## src/rtl/tccs_pkg.sv

```systemverilog
// Shared types and constants for the text console engine.
// No dependencies; imported by tccs_front, tccs_back and the top level.
package tccs_pkg;

   // Screen geometry. Cells must stay at or below 2048 (11-bit cursor port).
   localparam int Cols     = 80;
   localparam int Rows     = 25;
   localparam int Cells    = Cols * Rows;
   localparam int CellAw   = $clog2(Cells);
   localparam int ColW     = $clog2(Cols);
   localparam int CopyLen  = Cells - Cols;

   // Fixed port widths.
   localparam int CmdW     = 1;
   localparam int CharW    = 8;
   localparam int IndexW   = 11;
   localparam int CursorW  = 11;

   localparam logic [CmdW-1:0]  CmdPut      = 1'b0;
   localparam logic [CmdW-1:0]  CmdRead     = 1'b1;
   localparam logic [CharW-1:0] ChNewline   = 8'd10;
   localparam logic [CharW-1:0] ChBackspace = 8'd8;

   // Command queue between front and back.
   localparam int OpQDepth = 2;
   localparam int OpQPw    = $clog2(OpQDepth);
   localparam int OpQCw    = $clog2(OpQDepth + 1);

   typedef enum logic [1:0] {
      OP_READ,
      OP_NEWLINE,
      OP_BACKSPACE,
      OP_CHAR
   } op_kind_type;

   typedef struct packed {
      op_kind_type          kind;
      logic [CharW-1:0]     char_code;
      logic [IndexW-1:0]    cell_index;
   } op_type;

endpackage

```

## src/rtl/tccs_front.sv

```systemverilog
// Front end: accepts request beats, classifies them, and queues them for the back end.
// Depends on tccs_pkg.
module tccs_front import tccs_pkg::*; (
   input  logic              clock,
   input  logic              reset,
   input  logic              req_push,
   output logic              req_full,
   input  logic [CmdW-1:0]   req_cmd,
   input  logic [CharW-1:0]  req_char_code,
   input  logic [IndexW-1:0] req_cell_index,
   input  logic              busy,
   output logic              op_valid,
   output op_type            op,
   input  logic              op_take
);

   op_type             q_ff [OpQDepth];
   logic [OpQPw-1:0]   wr_ptr_ff, rd_ptr_ff;
   logic [OpQPw-1:0]   wr_ptr_in, rd_ptr_in;
   logic [OpQCw-1:0]   cnt_ff, cnt_in;
   logic               push_ok;
   logic               pop_ok;
   op_type             new_op;

   assign req_full = busy || (cnt_ff == OpQCw'(OpQDepth));
   assign push_ok  = req_push && !req_full;
   assign op_valid = (cnt_ff != '0);
   assign pop_ok   = op_take && op_valid;
   assign op       = q_ff[rd_ptr_ff];

   always_comb begin
      new_op.char_code  = req_char_code;
      new_op.cell_index = req_cell_index;
      priority if (req_cmd == CmdRead) begin
         new_op.kind = OP_READ;
      end else if (req_char_code == ChNewline) begin
         new_op.kind = OP_NEWLINE;
      end else if (req_char_code == ChBackspace) begin
         new_op.kind = OP_BACKSPACE;
      end else begin
         new_op.kind = OP_CHAR;
      end
   end

   always_comb begin
      wr_ptr_in = wr_ptr_ff;
      rd_ptr_in = rd_ptr_ff;
      cnt_in    = cnt_ff;
      if (push_ok) begin
         wr_ptr_in = (wr_ptr_ff == OpQPw'(OpQDepth - 1)) ? '0 : wr_ptr_ff + 1'b1;
      end
      if (pop_ok) begin
         rd_ptr_in = (rd_ptr_ff == OpQPw'(OpQDepth - 1)) ? '0 : rd_ptr_ff + 1'b1;
      end
      unique case ({push_ok, pop_ok})
         2'b10:   cnt_in = cnt_ff + 1'b1;
         2'b01:   cnt_in = cnt_ff - 1'b1;
         default: cnt_in = cnt_ff;
      endcase
   end

   always_ff @(posedge clock) begin
      if (reset) begin
         wr_ptr_ff <= '0;
         rd_ptr_ff <= '0;
         cnt_ff    <= '0;
      end else begin
         wr_ptr_ff <= wr_ptr_in;
         rd_ptr_ff <= rd_ptr_in;
         cnt_ff    <= cnt_in;
      end
   end

   always_ff @(posedge clock) begin
      if (push_ok) begin
         q_ff[wr_ptr_ff] <= new_op;
      end
   end

endmodule

```

## config.mk

```make
export PLATFORM = sky130hd
export DESIGN_NAME = tccs_front
export DESIGN_NICKNAME = d
export VERILOG_FILES = /design/src/rtl/tccs_pkg.sv /design/src/rtl/tccs_front.sv
export SDC_FILE = /design/constraint.sdc
export NUM_CORES = 1
export LEC_CHECK = 0
export BUFFER_PORTS_ARGS = -buffer_cell sky130_fd_sc_hd__buf_2
export CAP_MARGIN = 20
export CELL_PAD_IN_SITES_DETAIL_PLACEMENT = 2
export CELL_PAD_IN_SITES_GLOBAL_PLACEMENT = 2
export CORE_MARGIN = 2
export CORE_UTILIZATION = 25
export DETAILED_ROUTE_END_ITERATION = 10
export PLACE_DENSITY = 0.65
export SYNTH_ARGS = -nofsm -noshare
export SYNTH_HDL_FRONTEND = slang
export SYNTH_SLANG_ARGS = --single-unit
```

## constraint.sdc

```tcl
create_clock -name clock -period 6.1 [get_ports clock]
set_clock_uncertainty 0.2 [all_clocks]
set_input_delay 0.305 -clock clock [delete_from_list [all_inputs] [get_ports clock]]
set_output_delay 0.305 -clock clock [all_outputs]
set_load 0.03 [all_outputs]
```

Word-level counts from Yosys, hierarchy flattened

Memories as Yosys holds them, arrays and structs flattened. A register that Yosys moved wholly into a read port is not among the register bits.
Cells that the tools add are included.
Widths: inputs -> output; s select.

Flip-flop bits (word level): 4
Word-level logic and storage cells: 29
Output and inout port bits: 23
Memories kept: 1
Bits in writable memories: 42

$add $sub $neg: 4
Eq/ne operators: 5
Muxes and demuxes: 10
Reductions and logical operators: 6

Memory list:

| memory | depth | width | read ports | clocked after Yosys merged registers in | wr ports | RTL line         | RTL |
|---|---|---|---|---|---|---|---|
| q_ff   | 2     | 21    | 1          | 1                                       | 1        | tccs_front.sv:17 | `op_type q_ff [OpQDepth];` |

Operators with widths:

| operator            | number |
|---|---|
| $eq 8x4->1 const B  | 2 |
| $mux 1              | 7 |
| $eq 2x2->1 const B  | 2 |
| $mux 2              | 2 |
| $pmux 2 s2          | 1 |
| $reduce_bool 2->1   | 2 |
| $add 1x1->1 const B | 2 |
| $add 2x1->2 const B | 1 |
| $eq 2x1->1 const B  | 1 |
| $logic_and 1x1->1   | 2 |
| $sub 2x1->2 const B | 1 |
| $logic_not 1->1     | 1 |
| $logic_or 1x1->1    | 1 |

Longest topological paths before layout

Depth after elaboration: 6
Depth in mapped cells: 6

Least setup slack after synthesis

No wires, ideal clock.

Path kind: reg2reg
Start point: register cnt_ff[0]
End point: memory q_ff[0][0] (netlist name) (enable)
Stages on the path, launching flop included: 4
Setup slack: 3.923 ns
Buffers on the path: 0
Period minus slack after synthesis: 2.177 ns
Data required time: 5.501 ns
Library setup time: 0.399 ns
Data arrival time: 1.578 ns
Path through: dfxtp_1 -> nand2b_1 -> nand3b_1 -> nor2_1

Cells in the longest elaborated chain, start to end: 6

Ends and longest elaborated chain:

| what                         | RTL line         | RTL |
|---|---|---|
| from (decl)                  | tccs_front.sv:20 | `logic [OpQCw-1:0] cnt_ff, cnt_in;` |
| from (signal assigned)       | tccs_front.sv:70 | `cnt_ff <= cnt_in;` |
| $eq 2x2->1                   | tccs_front.sv:25 | `assign req_full = busy \|\| (cnt_ff == OpQCw'(OpQDepth));` |
| $logic_or 1x1->1             | tccs_front.sv:25 |  |
| $logic_not 1->1              | tccs_front.sv:26 | `assign push_ok = req_push && !req_full;` |
| $logic_and 1x1->1            | tccs_front.sv:26 |  |
| $mux 1                       | tccs_front.sv:75 | `if (push_ok) begin` |
| $mux 1 (not written as such) | tccs_front.sv:76 | `q_ff[wr_ptr_ff] <= new_op;` |
| to (decl)                    | tccs_front.sv:17 |  |

No other way between the ends.

==> impl_metrics.yaml <==
drt:
  met1_length_um: 1550
  firstDrtPassIters: 3
  vias: 1045
  first_iter_violations: 35
  avgViaCountPerCell: 4.07
  postRouteAntennaNets: 0
  wl_met3_um: 196
  wirelength_um: 3940
  wl_per_cell_um: 15.3
  top_layer: "met4"
  drc_errors: 0
  dr_wl_met2_um: 2150
final_layout:
  regArea_um2: 1360
  num_antenna_cells: 0
  fillers: 735
  synthToLayoutAreaGrowth_pct: 33.5
  layout.nets: 187
  fin_util_pct: 34.6
  multi_input_area_um2: 394
  drive_gt1_share_pct: 50.3
clocking:
  tritoncts: "built"
  htreeDepth: 2
  numCtsBuffers: 5
  cts_resized: 0
  root_buffer: "clkbuf_8"
  cts_sinks: 47
  cts_buffer_depth: 2
  clock_latency_ns: 0.29
  holdBufCountCts: 11
  clk_pin_slew_ns: 0.08
  post_cts_buffers: 0
timing:
  period_share_pct: 38.8
  rsz0062_at_grt: "no"
  slew_headroom_pct: 36.4
  max_freq_ghz: 0.423
  setup_viol: 0
  tns_ns: 0
  fin_crit_ns: 2.36
  hold_violations: 0
  drv_slew: 0
  tightest_slew_ns: 0.953
synth:
  synth-seq-area-share_pct: 77.0
  synth_nets: 122
  synthesis.area_um2: 1770
  ys_types: 19
  synth_warnings: 0
  syn_inst: 96
  ys_ff_latch: 47
  syn_avg_cell_area_um2: 18.4
global_route:
  grt.overflow.total: 0
  grt_pass1_wl_um: 5980
  antenna_found_initial: 0
  grt_max_degree: 22
  grt_use_total_pct: 10.6
  grt_pass1_vias: 1183
hold_path:
  whs_path_depth: 1
  min-delay-path-class: "primary input to flop"
  worstHoldStart: "req_char_code[3]"
  min_to: "q_ff[0][14]"
placement:
  port_buffers: 47
  dp_hpwl_um: 2760
  gp_congestion: 0.621
die:
  row_count: 30
  io_pins: 48
  start_util_pct: 25.9
  fp.coreArea_um2: 6830
  dieArea_um2: 7760
  die_x_um: 88.1
  die_height_um: 88.1
worst_setup_path:
  critPathMaxStageDelay_ns: 0.95
  crit_path_max_fanout: 21
  endpoint_kind: "primary output"
  critPathSlowestCell: "dfxtp_1"
  worstPathArrival_ns: 1.86
  rrSetupSlack_ns: 4.05
  crit_chain: "mux2_2 > buf_2"
  path_class: "flop to primary output"
  reg2regPathDepth: 4
  r2r-start: "cnt_ff[0]"
  required_ns: 5.59
  rr_endpoint: "q_ff[0][8]"
  crit_path_start_kind: "flop"
outcome:
  status: "finished clean"
power:
  ir_worst_vdd_mv: 0.150
  p_leak_nw: 0.859
  power_density_nw_per_um2: 379
run:
  drv_cap: 0
## cells by family after synthesis
kind of cell,Yosys count,synth area share (%)
flops,47,77.0
simple gates,14,4.11
compound gates,5,1.70
fa+ha+maj,1,0.708
buf+inv,4,0.991
xor+xnor,3,1.49
mux,22,14.0
## cell usage after synthesis (all sizes together)
library cell	instances	area (um^2)
nor2	7	26.3
nand2b	2	12.5
nor3	1	5.00
dfxtp	5	100
or3	1	6.26
a31oi	2	12.5
ha	1	12.5
buf	2	10.0
edfxtp	42	1260
nor4b	1	8.76
a21oi	1	5.00
o21ai	1	5.00
nand3b	1	7.51
o21a	1	7.51
xor2	1	8.76
inv	2	7.51
or2	1	6.26
mux2	22	248
xnor2	2	17.5
## final cells by class
cell class | count | area share (%)
Tap cell | 96 | 5.09
Multi-Input combinational cell | 45 | 16.7
Inverter | 2 | 0.318
Clock inverter | 2 | 1.59
Sequential cell | 47 | 57.7
Timing Repair Buffer | 60 | 15.7
Clock buffer | 5 | 2.91
## power by group
part | internal, W | switching, W | total (W)
combinational | 0.000106 | 0.000155 | 0.000261
clock | 0.000120 | 0.0000981 | 0.000218
sequential | 0.000382 | 0.0000332 | 0.000415
total | 0.000608 | 0.000286 | 0.000894
## flip-flops by register name, indices dropped and copies added (netlist names), named ones only
register   count
cnt_ff         2
rd_ptr_ff      1
q_ff          42
wr_ptr_ff      1
## metal layers
layer / GRT usage, % / up-vias
met5: 0 / -
met4: 3.72 / 0
met3: 2.83 / 6
met2: 19.2 / 29
met1: 12.0 / 519
li1: - / 491
## cell usage in the layout, fill, tap and decap left out
master | netlist | layout
a21oi_1 | 1 | 1
a31oi_1 | 2 | 2
buf_2 | 2 | 47
buf_6 | 0 | 1
buf_8 | 0 | 1
bufinv_16 | 0 | 1
clkbuf_8 | 0 | 5
clkinvlp_4 | 0 | 1
dfxtp_1 | 5 | 5
dlygate4sd3_1 | 0 | 11
edfxtp_1 | 42 | 42
ha_1 | 1 | 1
inv_1 | 2 | 2
mux2_2 | 22 | 22
nand2b_1 | 2 | 2
nand3b_1 | 1 | 1
nor2_1 | 7 | 5
nor2_2 | 0 | 2
nor3_1 | 1 | 1
nor4b_1 | 1 | 1
o21a_1 | 1 | 1
o21ai_0 | 1 | 1
or2_2 | 1 | 1
or3_1 | 1 | 1
xnor2_1 | 2 | 2
xor2_1 | 1 | 1
## worst max-delay path: cells and delay by family, from the launching register on
family,cells,cell delay (ns)
multiplexers,1,0.43
buffers and inverters,1,0.18
flip-flops,1,0.95
## per-stage QoR
step	setup slack [ns]	instances	power [W]	cell area [um^2]	hold slack (ns)
after floorplan	3.92	96	0.000601	1770	0.174
after global routing	3.59	257	0.000936	2360	0.0117
final	3.74	257	0.000894	2360	0.0161
after global placement	3.96	237	0.000666	2120	0.293
after detailed placement	3.72	237	0.000682	2120	0.301
after CTS	3.67	255	0.000908	2330	0.00550
## how the worst max path moves through the flow
stage,start,endpoint,slack [ns],cells after the start
floorplan,cnt_ff[0],q_ff[0][0],3.92,3
global placement,cnt_ff[0],q_ff[0][5],3.96,3
detailed placement,cnt_ff[0],q_ff[1][5],3.72,3
CTS,flop,op[19],3.67,2
global route,flop,op[19],3.59,2
finish,flop,op[19],3.74,2
(Power assumes the default switching activity.)
